===== src/rtl/pbmr_pkg.sv =====
`default_nettype none
package pbmr_pkg;

    localparam int FUNC_W          = 3;
    localparam int BYTE_W          = 8;
    localparam int ID_W            = 7;
    localparam int LEN_W           = 6;
    localparam int OUT_W           = 40;
    localparam int MAX_DEVICES_DEF = 128;

    localparam logic [ID_W-1:0]   FIRST_ID     = 7'd1;
    localparam logic [ID_W-1:0]   HIGHEST_RST  = 7'd4;
    localparam logic [ID_W-1:0]   TOP_ID       = 7'd127;
    localparam logic [BYTE_W-1:0] TICK_MAX     = 8'd255;

    typedef enum logic [FUNC_W-1:0] {
        FUNC_CLEAR   = 3'd0,
        FUNC_ADD     = 3'd1,
        FUNC_REMOVE  = 3'd2,
        FUNC_TICK    = 3'd3,
        FUNC_POLL    = 3'd4,
        FUNC_RX      = 3'd5,
        FUNC_TIMEOUT = 3'd6
    } func_t;

    typedef enum logic [2:0] {
        ST_NONE    = 3'd0,
        ST_EMPTY   = 3'd1,
        ST_OK      = 3'd2,
        ST_BAD     = 3'd3,
        ST_TIMEOUT = 3'd4
    } status_t;

    typedef enum logic [1:0] {
        PR_NONE  = 2'd0,
        PR_FOUND = 2'd1,
        PR_LOST  = 2'd2
    } pres_t;

    // One map entry: poll flag and presence flag of a device id.
    typedef struct packed {
        logic polled;
        logic present;
    } map_word_t;

    typedef struct packed {
        logic            en;
        logic [ID_W-1:0] id;
        map_word_t       word;
    } map_wr_t;

    // Result layout, last member in the lowest bits.
    typedef struct packed {
        logic              busy_res;
        logic [LEN_W-1:0]  payload_length;
        logic              text_packet;
        pres_t             presence_change;
        logic              ack_byte;
        logic              ack_valid;
        status_t           reply_status;
        logic [BYTE_W-1:0] data_byte;
        logic              data_valid;
        logic [BYTE_W-1:0] poll_byte;
        logic              poll_sent;
        logic [ID_W-1:0]   device_id;
    } result_t;

endpackage
`default_nettype wire


===== src/rtl/polling_bus_master_receiver.sv =====
// Channel   | Group            | Contents (lowest bits first)
// ----------+------------------+-----------------------------------------------
// input     | s_axis_*         | tuser: func[2:0]; tdata: value[7:0]
// output    | m_axis_*         | tdata: see field list at the port
// config    | cfg_wr_en/_data  | poll_delay_ms[7:0]
//
// One transaction enters per cycle while the output is not stalled. Each result
// sits in stage one for the device-map read, then in the output register.
// Map state sits in a synchronous RAM; a write to the entry read in the same
// cycle is forwarded, and per-entry valid flops make reset and clear-all
// take effect at once, with no clearing pass.
// A stalled output holds the pipeline; input stays ready while stage one
// drains into an empty or departing output register.
`default_nettype none
module polling_bus_master_receiver #(
    parameter int MAX_DEVICES = pbmr_pkg::MAX_DEVICES_DEF
) (
    input  wire logic                          clk,
    input  wire logic                          rst_n,
    input  wire logic                          s_axis_tvalid,
    output      logic                          s_axis_tready,
    // value[7:0]
    input  wire logic [pbmr_pkg::BYTE_W-1:0]   s_axis_tdata,
    // func[2:0]
    input  wire logic [pbmr_pkg::FUNC_W-1:0]   s_axis_tuser,
    output      logic                          m_axis_tvalid,
    input  wire logic                          m_axis_tready,
    // device_id[6:0], poll_sent[7], poll_byte[15:8], data_valid[16],
    // data_byte[24:17], reply_status[27:25], ack_valid[28], ack_byte[29],
    // presence_change[31:30], text_packet[32], payload_length[38:33],
    // busy_res[39]
    output      logic [pbmr_pkg::OUT_W-1:0]    m_axis_tdata,
    input  wire logic                          cfg_wr_en,
    input  wire logic [pbmr_pkg::BYTE_W-1:0]   cfg_wr_data
);
    import pbmr_pkg::*;

    // Next id after cur in round-robin order, wrapping to the first id.
    function automatic logic [ID_W-1:0] next_id(input logic [ID_W-1:0] cur,
                                                input logic [ID_W-1:0] hi);
        logic [ID_W:0] nx;
        nx = {1'b0, cur} + 8'd1;
        if ((nx > {1'b0, hi}) || (nx > {1'b0, TOP_ID}))
        begin
            return FIRST_ID;
        end
        return nx[ID_W-1:0];
    endfunction

    // Pipeline control
    logic              in_accept;
    logic              s1_fire;
    logic              s1_valid_reg;
    func_t             s1_func_reg;
    logic [BYTE_W-1:0] s1_value_reg;
    logic              out_valid_reg;
    result_t           out_data_reg;

    // Block state
    logic [ID_W-1:0]   cur_reg,   cur_next;
    logic [ID_W-1:0]   hi_reg,    hi_next;
    logic [BYTE_W-1:0] tick_reg,  tick_next;
    logic              recv_reg,  recv_next;
    logic [ID_W-1:0]   bc_reg,    bc_next;
    logic [ID_W-1:0]   fe_reg,    fe_next;
    logic [BYTE_W-1:0] sum_reg,   sum_next;
    logic              tf_reg,    tf_next;
    logic [BYTE_W-1:0] delay_reg, delay_next;

    // Map access
    logic              map_clr;
    logic [ID_W-1:0]   rd_id;
    map_wr_t           map_wr;
    map_word_t         map_q;

    // Working values of the reply deframer
    logic [ID_W-1:0]   bc_inc;
    logic [ID_W-1:0]   fe_work;
    logic [BYTE_W-1:0] sum_base;
    logic [BYTE_W-1:0] sum_add;
    logic              id_ok;
    result_t           res;

    assign s1_fire       = s1_valid_reg && (!out_valid_reg || m_axis_tready);
    assign s_axis_tready = !s1_valid_reg || s1_fire;
    assign in_accept     = s_axis_tvalid && s_axis_tready;
    assign m_axis_tvalid = out_valid_reg;
    assign m_axis_tdata  = out_data_reg;

    // Read address: state as it stands once the item in stage one retires.
    always_comb
    begin
        case (func_t'(s_axis_tuser))
            FUNC_POLL: rd_id = next_id(cur_next, hi_next);
            default:   rd_id = cur_next;
        endcase
    end

    pbmr_map #(
        .MAX_DEVICES (MAX_DEVICES)
    ) u_map (
        .clk     (clk),
        .rst_n   (rst_n),
        .rd_en   (in_accept),
        .rd_id   (rd_id),
        .wr      (map_wr),
        .clr     (map_clr),
        .rd_word (map_q)
    );

    // only ids 1..127 that fit in the map are acted on
    assign id_ok   = (s1_value_reg != '0) && !s1_value_reg[BYTE_W-1] &&
                     (32'(s1_value_reg) < MAX_DEVICES);
    assign bc_inc  = bc_reg + 7'd1;
    assign fe_work = (bc_inc == 7'd1) ? ({1'b0, s1_value_reg[LEN_W-1:0]} + 7'd1) : fe_reg;
    assign sum_base = (bc_inc == 7'd1) ? '0 : sum_reg;
    assign sum_add  = sum_base + s1_value_reg;

    // Stage one: decide the item against state and the map entry.
    always_comb
    begin
        cur_next   = cur_reg;
        hi_next    = hi_reg;
        tick_next  = tick_reg;
        recv_next  = recv_reg;
        bc_next    = bc_reg;
        fe_next    = fe_reg;
        sum_next   = sum_reg;
        tf_next    = tf_reg;
        delay_next = delay_reg;
        map_clr    = 1'b0;
        map_wr     = '{en: 1'b0, id: cur_reg, word: '0};
        res        = '0;

        if (s1_fire)
        begin
            case (s1_func_reg)
                FUNC_CLEAR:
                begin
                    cur_next   = FIRST_ID;
                    hi_next    = HIGHEST_RST;
                    recv_next  = 1'b0;
                    bc_next    = '0;
                    fe_next    = '0;
                    sum_next   = '0;
                    tf_next    = 1'b0;
                    delay_next = '0;
                    map_clr    = 1'b1;
                end
                FUNC_ADD:
                begin
                    if (id_ok)
                    begin
                        map_wr = '{en: 1'b1, id: s1_value_reg[ID_W-1:0],
                                   word: '{polled: 1'b1, present: 1'b0}};
                        if (hi_reg < s1_value_reg[ID_W-1:0])
                        begin
                            hi_next = s1_value_reg[ID_W-1:0];
                        end
                    end
                end
                FUNC_REMOVE:
                begin
                    if (id_ok)
                    begin
                        map_wr = '{en: 1'b1, id: s1_value_reg[ID_W-1:0], word: '0};
                    end
                end
                FUNC_TICK:
                begin
                    if (tick_reg != TICK_MAX)
                    begin
                        tick_next = tick_reg + 8'd1;
                    end
                end
                FUNC_POLL:
                begin
                    if (!recv_reg && (tick_reg >= delay_reg))
                    begin
                        tick_next = '0;
                        cur_next  = next_id(cur_reg, hi_reg);
                        if (map_q.polled)
                        begin
                            res.poll_sent = 1'b1;
                            res.poll_byte = {1'b1, cur_next};
                            recv_next     = 1'b1;
                            bc_next       = '0;
                            sum_next      = '0;
                        end
                    end
                end
                FUNC_RX:
                begin
                    if (recv_reg)
                    begin
                        bc_next  = bc_inc;
                        fe_next  = fe_work;
                        sum_next = sum_add;
                        if ((bc_inc == 7'd1) && (s1_value_reg == '0))
                        begin
                            // empty reply: the device answered with nothing to say
                            sum_next         = '0;
                            recv_next        = 1'b0;
                            res.reply_status = ST_EMPTY;
                            if (!map_q.present)
                            begin
                                map_wr = '{en: 1'b1, id: cur_reg,
                                           word: '{polled: map_q.polled, present: 1'b1}};
                                res.presence_change = PR_FOUND;
                            end
                        end
                        else
                        begin
                            if (bc_inc == 7'd1)
                            begin
                                tf_next = s1_value_reg[BYTE_W-1];
                            end
                            if (bc_inc > fe_work)
                            begin
                                recv_next     = 1'b0;
                                res.ack_valid = 1'b1;
                                if (sum_add == '0)
                                begin
                                    res.reply_status = ST_OK;
                                    if (!map_q.present)
                                    begin
                                        map_wr = '{en: 1'b1, id: cur_reg,
                                                   word: '{polled: map_q.polled,
                                                           present: 1'b1}};
                                        res.presence_change = PR_FOUND;
                                    end
                                end
                                else
                                begin
                                    res.reply_status = ST_BAD;
                                    res.ack_byte     = 1'b1;
                                end
                            end
                            else if (bc_inc > 7'd1)
                            begin
                                res.data_valid = 1'b1;
                                res.data_byte  = s1_value_reg;
                            end
                        end
                    end
                end
                FUNC_TIMEOUT:
                begin
                    if (recv_reg)
                    begin
                        recv_next        = 1'b0;
                        res.reply_status = ST_TIMEOUT;
                        if (map_q.present)
                        begin
                            map_wr = '{en: 1'b1, id: cur_reg,
                                       word: '{polled: map_q.polled, present: 1'b0}};
                            res.presence_change = PR_LOST;
                        end
                    end
                end
                default:
                begin
                end
            endcase
        end

        res.device_id      = cur_next;
        res.text_packet    = tf_next;
        res.payload_length = (fe_next != '0) ? LEN_W'(fe_next - 7'd1) : '0;
        res.busy_res       = recv_next;
    end

    // Control and block state
    always_ff @(posedge clk or negedge rst_n)
    begin
        if (!rst_n)
        begin
            s1_valid_reg  <= 1'b0;
            out_valid_reg <= 1'b0;
            cur_reg       <= FIRST_ID;
            hi_reg        <= HIGHEST_RST;
            tick_reg      <= '0;
            recv_reg      <= 1'b0;
            bc_reg        <= '0;
            fe_reg        <= '0;
            sum_reg       <= '0;
            tf_reg        <= 1'b0;
            delay_reg     <= '0;
        end
        else
        begin
            // advance stage one; drop it once it retires with no successor
            if (in_accept)
            begin
                s1_valid_reg <= 1'b1;
            end
            else if (s1_fire)
            begin
                s1_valid_reg <= 1'b0;
            end

            if (s1_fire)
            begin
                out_valid_reg <= 1'b1;
            end
            else if (m_axis_tready)
            begin
                out_valid_reg <= 1'b0;
            end

            cur_reg  <= cur_next;
            hi_reg   <= hi_next;
            tick_reg <= tick_next;
            recv_reg <= recv_next;
            bc_reg   <= bc_next;
            fe_reg   <= fe_next;
            sum_reg  <= sum_next;
            tf_reg   <= tf_next;

            // the user must write only while idle, so writes never meet a clear-all; not enforced here
            if (cfg_wr_en)
            begin
                delay_reg <= cfg_wr_data;
            end
            else
            begin
                delay_reg <= delay_next;
            end
        end
    end

    // Payload: hold the item in stage one and the result until taken
    always_ff @(posedge clk)
    begin
        if (in_accept)
        begin
            s1_func_reg  <= func_t'(s_axis_tuser);
            s1_value_reg <= s_axis_tdata;
        end
        if (s1_fire)
        begin
            out_data_reg <= res;
        end
    end

endmodule
`default_nettype wire


===== src/rtl/pbmr_ram.sv =====
`default_nettype none
module pbmr_ram #(
    parameter int WIDTH = 2,
    parameter int DEPTH = 128
) (
    input  wire logic                     clk,
    input  wire logic                     we,
    input  wire logic [$clog2(DEPTH)-1:0] waddr,
    input  wire logic [WIDTH-1:0]         wdata,
    input  wire logic                     re,
    input  wire logic [$clog2(DEPTH)-1:0] raddr,
    output      logic [WIDTH-1:0]         rdata
);

    logic [WIDTH-1:0] mem [DEPTH];

    always_ff @(posedge clk)
    begin
        if (we)
        begin
            mem[waddr] <= wdata;
        end
        if (re)
        begin
            rdata <= mem[raddr];
        end
    end

endmodule
`default_nettype wire


===== src/rtl/pbmr_map.sv =====
`default_nettype none
module pbmr_map #(
    parameter int MAX_DEVICES = 128
) (
    input  wire logic                      clk,
    input  wire logic                      rst_n,
    input  wire logic                      rd_en,
    input  wire logic [pbmr_pkg::ID_W-1:0] rd_id,
    input  wire pbmr_pkg::map_wr_t         wr,
    input  wire logic                      clr,
    output      pbmr_pkg::map_word_t       rd_word
);
    import pbmr_pkg::*;

    localparam int AW = $clog2(MAX_DEVICES);

    logic             rd_ok;
    logic             wr_ok;
    logic             wr_go;
    logic [1:0]       ram_q;
    logic [AW-1:0]    rd_addr_reg;
    logic             rd_ok_reg;
    logic             fwd_hit_reg;
    map_word_t        fwd_word_reg;
    logic [MAX_DEVICES-1:0] valid_reg;

    assign rd_ok = (32'(rd_id) < MAX_DEVICES);
    assign wr_ok = (32'(wr.id) < MAX_DEVICES);
    assign wr_go = wr.en && wr_ok;

    pbmr_ram #(
        .WIDTH ($bits(map_word_t)),
        .DEPTH (MAX_DEVICES)
    ) u_ram (
        .clk   (clk),
        .we    (wr_go),
        .waddr (wr.id[AW-1:0]),
        .wdata (wr.word),
        .re    (rd_en),
        .raddr (rd_id[AW-1:0]),
        .rdata (ram_q)
    );

    // Entries never written since the last clear read as zero.
    always_ff @(posedge clk or negedge rst_n)
    begin
        if (!rst_n)
        begin
            valid_reg <= '0;
        end
        else if (clr)
        begin
            valid_reg <= '0;
        end
        else if (wr_go)
        begin
            valid_reg[wr.id[AW-1:0]] <= 1'b1;
        end
    end

    // Capture a write to the entry being read in the same cycle.
    always_ff @(posedge clk)
    begin
        if (rd_en)
        begin
            rd_addr_reg  <= rd_id[AW-1:0];
            rd_ok_reg    <= rd_ok;
            fwd_hit_reg  <= wr_go && (wr.id == rd_id);
            fwd_word_reg <= wr.word;
        end
    end

    always_comb
    begin
        rd_word = '0;
        if (rd_ok_reg && valid_reg[rd_addr_reg])
        begin
            rd_word = fwd_hit_reg ? fwd_word_reg : map_word_t'(ram_q);
        end
    end

endmodule
`default_nettype wire


===== config.mk =====
export PLATFORM = sky130hd
export DESIGN_NAME = polling_bus_master_receiver
export DESIGN_NICKNAME = d
export VERILOG_FILES = /design/src/rtl/pbmr_pkg.sv /design/src/rtl/polling_bus_master_receiver.sv /design/src/rtl/pbmr_ram.sv /design/src/rtl/pbmr_map.sv
export SDC_FILE = /design/constraint.sdc
export NUM_CORES = 1
export LEC_CHECK = 0
export BUFFER_PORTS_ARGS = -buffer_cell sky130_fd_sc_hd__buf_4
export CAP_MARGIN = 25
export CORE_UTILIZATION = 55
export DETAILED_ROUTE_END_ITERATION = 6
export GPL_TIMING_DRIVEN = 0
export PLACE_DENSITY_LB_ADDON = 0.15
export SYNTH_ARGS = -nofsm -noshare
export SYNTH_HDL_FRONTEND = slang
export SYNTH_HIERARCHICAL = 1
export SYNTH_SLANG_ARGS = --single-unit

===== constraint.sdc =====
create_clock -name clk -period 9.61 [get_ports clk]
set_input_delay 1.922 -clock clk [delete_from_list [all_inputs] [get_ports clk]]
set_output_delay 1.922 -clock clk [all_outputs]
set_load 0.01 [all_outputs]

# Yosys cells after proc, flatten, opt, wreduce, memory -nomap -nowiden
# Memories as Yosys holds them, arrays and structs flattened. A register that Yosys moved wholly into a read port is not among the register bits.
# Index checks and enable logic that the tools add are counted.
# classes
add_sub_neg,7
magnitude_cmp,12
n_eq_ne,14
muxes,95
bitwise_logic,5
n_reduce_logical,38
# op_table
op,count
$mux 128,2
$or 128x128->128,1
$mux 7,17
$mux 10,10
$mux 8,10
$pmux 7 s2,3
$pmux 10 s4,1
$mux 9,4
$mux 1,30
$pmux 8 s3,1
$pmux 7 s3,1
$add 7x1->8 const B,2
$gt 8x7->1,2
$gt 8x7->1 const B,2
$logic_not 8->1,2
$lt 7x8->1 const B,2
$mux 16,1
$pmux 8 s2,1
$eq 3x3->1 const B,4
$mux 2,6
$reduce_bool 2->1,6
$add 8x1->8 const B,1
$add 8x8->8,1
$ge 8x8->1,1
37 further kinds,60
# totals
regBits,245
ram_bits,256
output_inout_bits,42
word_cells,203
n_memories,1
# memory_table
memory,depth,word_bits,rd,rd_ports_with_merged_regs,wr,line,source
u_map.u_ram.mem,128,2,1,1,1,pbmr_ram.sv:15,logic [WIDTH-1:0] mem [DEPTH];

# Logic depth before layout (Yosys ltp)
# logic_depth
ltp_word,20
mapped_depth,30
depth_no_buf,26

# By module
# Netlist, hierarchy kept.
# by_module_without_submodules
module,instances,cells_per_inst,area_each_um2,seq_area_each_um2
pbmr_ram,1,611,10632.7,7747.4
polling_bus_master_receiver,1,667,6537.5,2905.3
pbmr_map,1,586,6257.3,3503.4

# Worst setup path before layout
# Ideal clock, no wire load.
# synth_timing
kind,input to register
start,input port m_axis_tready
end,"register u_map/fwd_word_reg[1] (netlist name), data pin"
arrival_time_ps,9111
required_ps,8372
slack_ps,-739
stages,6
cell_sequence,nand2b_1 nand2_1 inv_1 clkbuf_1 nand2_1 a211oi_1
# synth_rtl
element,line,source
from (decl),polling_bus_master_receiver.sv:27,"input wire logic m_axis_tready,"
to (signal assigned),pbmr_map.sv:69,fwd_word_reg <= wr.word;
to (decl),pbmr_map.sv:24,map_word_t fwd_word_reg;

# Worst setup path in the final report
# layout_timing
start,input port m_axis_tready
end,"register u_map.u_ram.rdata[0] (read register of u_map.u_ram.mem), data pin"
# layout_between
elab_chain_len,10
word_cells_on_any_way,14
classes_between,add/sub: 1; order compare: 2; mux: 6; reduce/logical: 5
# layout_lines
element,line,source
$logic_or 1x1->1 (*),polling_bus_master_receiver.sv:84,assign s1_fire = s1_valid_reg && (!out_valid_reg || m_axis_tready);
$logic_and 1x1->1 (*),polling_bus_master_receiver.sv:84,
$mux 7 (*),polling_bus_master_receiver.sv:135,if (s1_fire)
net cur_next[0],polling_bus_master_receiver.sv:60,"logic [ID_W-1:0] cur_reg, cur_next;"
$add 7x1->8 (*),polling_bus_master_receiver.sv:42,"nx = {1'b0, cur} + 8'd1;"
$gt 8x7->1,polling_bus_master_receiver.sv:43,"if ((nx > {1'b0, hi}) || (nx > {1'b0, TOP_ID}))"
$logic_or 1x1->1,polling_bus_master_receiver.sv:43,
$mux 1,polling_bus_master_receiver.sv:43,
$mux 1,polling_bus_master_receiver.sv:93,case (func_t'(s_axis_tuser))
$mux 7 (*),polling_bus_master_receiver.sv:47,return nx[ID_W-1:0];
$mux 7 (*),polling_bus_master_receiver.sv:93,
net rd_id[2],polling_bus_master_receiver.sv:72,logic [ID_W-1:0] rd_id;
to (decl),pbmr_ram.sv:12,output logic [WIDTH-1:0] rdata
# The timed path passes the listed nets; every way through them passes the cells marked *. The select of a mux whose other input is x is not followed.
# A chain may end at the register's enable or synchronous reset.

==> metrics.md <==
| Metric | Value |
|---|---|
| Row Count | 75 |
| Clock transition at the registers of the reported paths | 0.06 ns |
| Hold_buf cts | 0 |
| Drt pass-1 iters | 7 |
| Antenna Nets Post-Route | 0 |
| Leak pwr | 11.1 nW |
| Initial drt markers | 1599 |
| Root Driver | clkbuf_16 |
| Height of the die | 208 um |
| Crit path arrival time | 9.36 ns |
| Synth area leaders | edfxtp_1 (41%), dfrtp_1 (19%), mux4_2 (6.8%) |
| Number of synthesized flops with an enable pin | 318 |
| Largest net degree at the start of global routing | 111 |
| Clk buf depth | 3 |
| Avg Synthesized Cell Area | 12.6 um2 |
| Post-cts sizing count | 0 |
| Initial antenna violation count | 0 |
| Vias in the first global route | 15813 |
| Worst Path Required | 9.94 ns |
| Largest register FFs | 256 |
| Pwr per Cell Area | 190 mW/mm2 |
| Final Cell Area | 0.0266 mm2 |
| Unrepaired setup endpoints after global routing | no |
| Yosys cell types | 87 |
| Asr flop ratio synth | 0.367 |
| Residual DRC | 0 |
| TritonCTS clock tree | yes |
| Layout cells sized above 1 | 0.143 |
| Top cell type's share of synthesized area | 0.408 |
| Routed WL per cell | 22.1 um |
| Top post-synthesis cells by count | edfxtp_1 (318), nor2_1 (318), dfrtp_1 (182) |
| Post-synth top area cell | edfxtp_1 |
| H-tree depth | 2 |
| Num ports | 66 |
| PortBufs | 64 |
| Synthesized area | 0.0234 mm2 |
| Final #Nets | 2073 |
| Synth Register Bits | 502 |
| Mapped Nets | 1938 |
| Syn Inst Count | 1864 |
| Maxcap violations | 0 |
| FILL cells | 3211 |
| CP Launch Type | primary input |
| Grt total ovfl | 0 |
| Drt via density | 6.15 |
| Post-synthesis sequential area ratio | 0.604 |
| Final setup vio count | 0 |
| Total GRT Usage | 0.268 |
| Placed Area | 0.0249 mm2 |
| Synth warnings | 6 |
| Hold/Removal Path Class | flop to flop |
| Final worst-path cycle share | 0.939 |
| Worst slew pin tran | 1.05 ns |
| Top_reg_cell synth | edfxtp_1 |
| WL final | 57.0 mm |
| Critical path fanouts, max | 10 |
| Core footprint | 0.0419 mm2 |
| First-pass GRT wire length | 89.3 mm |
| Max Clock Skew | 0.0215 ns |
| Clk_lat worst skew | 0.61 ns |
| Initial core utilization | 0.559 |
| Die Wd | 208 um |
| Worst vdd ir | 0.163 mV |
| Postcts setup bufs | 0 |
| CTS buffer count | 52 |
| Final core occ | 0.635 |
| Worst Setup End Kind | flop |
| GP Congestion | 0.910 |
| Outcome | finished clean |
| Inserted Diodes | 0 |
| Worst slew margin | 0.294 |
| Fin. Hold Viols | 0 |
| Final worst path period need | 9.03 ns |
| Hpwl dp | 39.5 mm |
| TritonCTS Sinks | 502 |
| Final Max Tran Viols | 0 |
| Via count | 15852 |
| Max frequency | 111 MHz |
| CP Class | primary input to flop |
| Syn-to-layout area delta | 13.7% |
| Die area | 0.0434 mm2 |
==> per-stage QoR <==
step           total power [mW]  hold slack, ns  setup WS (ns)  setup TNS, ns  cells
2_1_floorplan              2.87           0.442           1.91              0   1864
4_1_cts                    5.11           0.489          0.736              0   2577
5_1_grt                    5.25           0.500          0.171              0   2578
3_3_place_gp               3.05           0.462          -2.41        -570.34   2467
3_5_place_dp               3.07           0.475          0.112              0   2483
6_report                   5.07           0.484          0.584              0   2578
==> cells by family after synthesis <==
group / synth area share
compound gates: 0.0922
xor+xnor: 0.0144
fa+ha+maj: 0.0275
buf+inv: 0.0280
flops: 0.604
mux: 0.109
simple gates: 0.125
==> critical path, cell delays in order <==
cell and delay (ns):
buf_4 0.11, nand2b_1 0.15, nand2_1 0.23, inv_1 0.19, and3_1 0.18, a21o_1 0.16, clkbuf_1 0.23, a21boi_0 0.27
or2_2 0.24, ha_1 0.20, a21boi_0 0.59, nand2_1 0.15, xnor2_1 0.28, ha_1 0.30, o21ai_0 0.18, a21oi_1 0.06
o31a_1 0.34, nor2_1 0.40, a32o_1 0.35, clkbuf_1 0.35, buf_2 0.35, buf_1 0.58, mux4_2 0.40, mux2_2 0.32
o22ai_1 0.20, nor3_1 0.07, or4_1 0.54
==> layer usage <==
layer | vias to the layer above | part of all wire | global-route usage | routed length, um
met3 | 131 | 0.066 | 0.0383 | 3790
met4 | 0 | 0.031 | 0.0968 | 1780
met2 | 631 | 0.48 | 0.441 | 27700
met5 | - | 0 | 0 | 0
met1 | 7923 | 0.42 | 0.365 | 23800
li1 | 7167 | - | - | -
==> report_power, final <==
part           internal, mW  switching (mW)  total [mW]
Combinational         0.273           0.376       0.649
Clock                  1.22           0.830        2.05
Sequential             2.34          0.0402        2.38
Total                  3.83            1.25        5.07
==> cell type report <==
| type | instances | area, um2 | area share |
|---|---|---|---|
| plain buffers | 97 | 484 | 0.0182 |
| clock inverters | 23 | 275 | 0.0103 |
| clock buffers | 71 | 1460 | 0.0546 |
| repair buffers | 81 | 786 | 0.0295 |
| multi-input cells | 1219 | 8640 | 0.324 |
| inverters | 46 | 173 | 0.00648 |
| flip-flops and latches | 502 | 14200 | 0.531 |
| well taps | 539 | 674 | 0.0253 |
==> layout by cell type, fill, tap and decap left out, types with 36 or more instances in the layout <==
cell       count
mux4_2        71
clkbuf_1      73
nor2_1       317
clkbuf_16     54
inv_1         45
o21ai_0       53
ha_1          49
nand2_1       91
a21oi_1      156
buf_4         71
nor3_1        36
dfrtp_1      182
mux2i_1       61
edfxtp_1     318
nand3_1       47
==> worst paths after layout <==
kind / start / slack (ns) / end / cells after the start
setup reg to reg: cur_reg[0]$_DFF_PN1_ / 0.73 / u_map/u_ram/rdata[0]$_DFFE_PP_ / 29
hold reg to reg: sum_reg[5]$_DFFE_PN0P_ / 0.48 / sum_reg[5]$_DFFE_PN0P_ / 2
setup / recovery: m_axis_tready / 0.58 / u_map/u_ram/rdata[0]$_DFFE_PP_ / 27
min in group asynchronous: rst_n / 1.27 / fe_reg[2]$_DFF_PN0_ / 1
hold / removal: sum_reg[5]$_DFFE_PN0P_ / 0.48 / sum_reg[5]$_DFFE_PN0P_ / 2
max in group asynchronous: rst_n / 7.37 / u_map/valid_reg[49]$_DFFE_PN0P_ / 2
(Power assumes the default switching activity.)
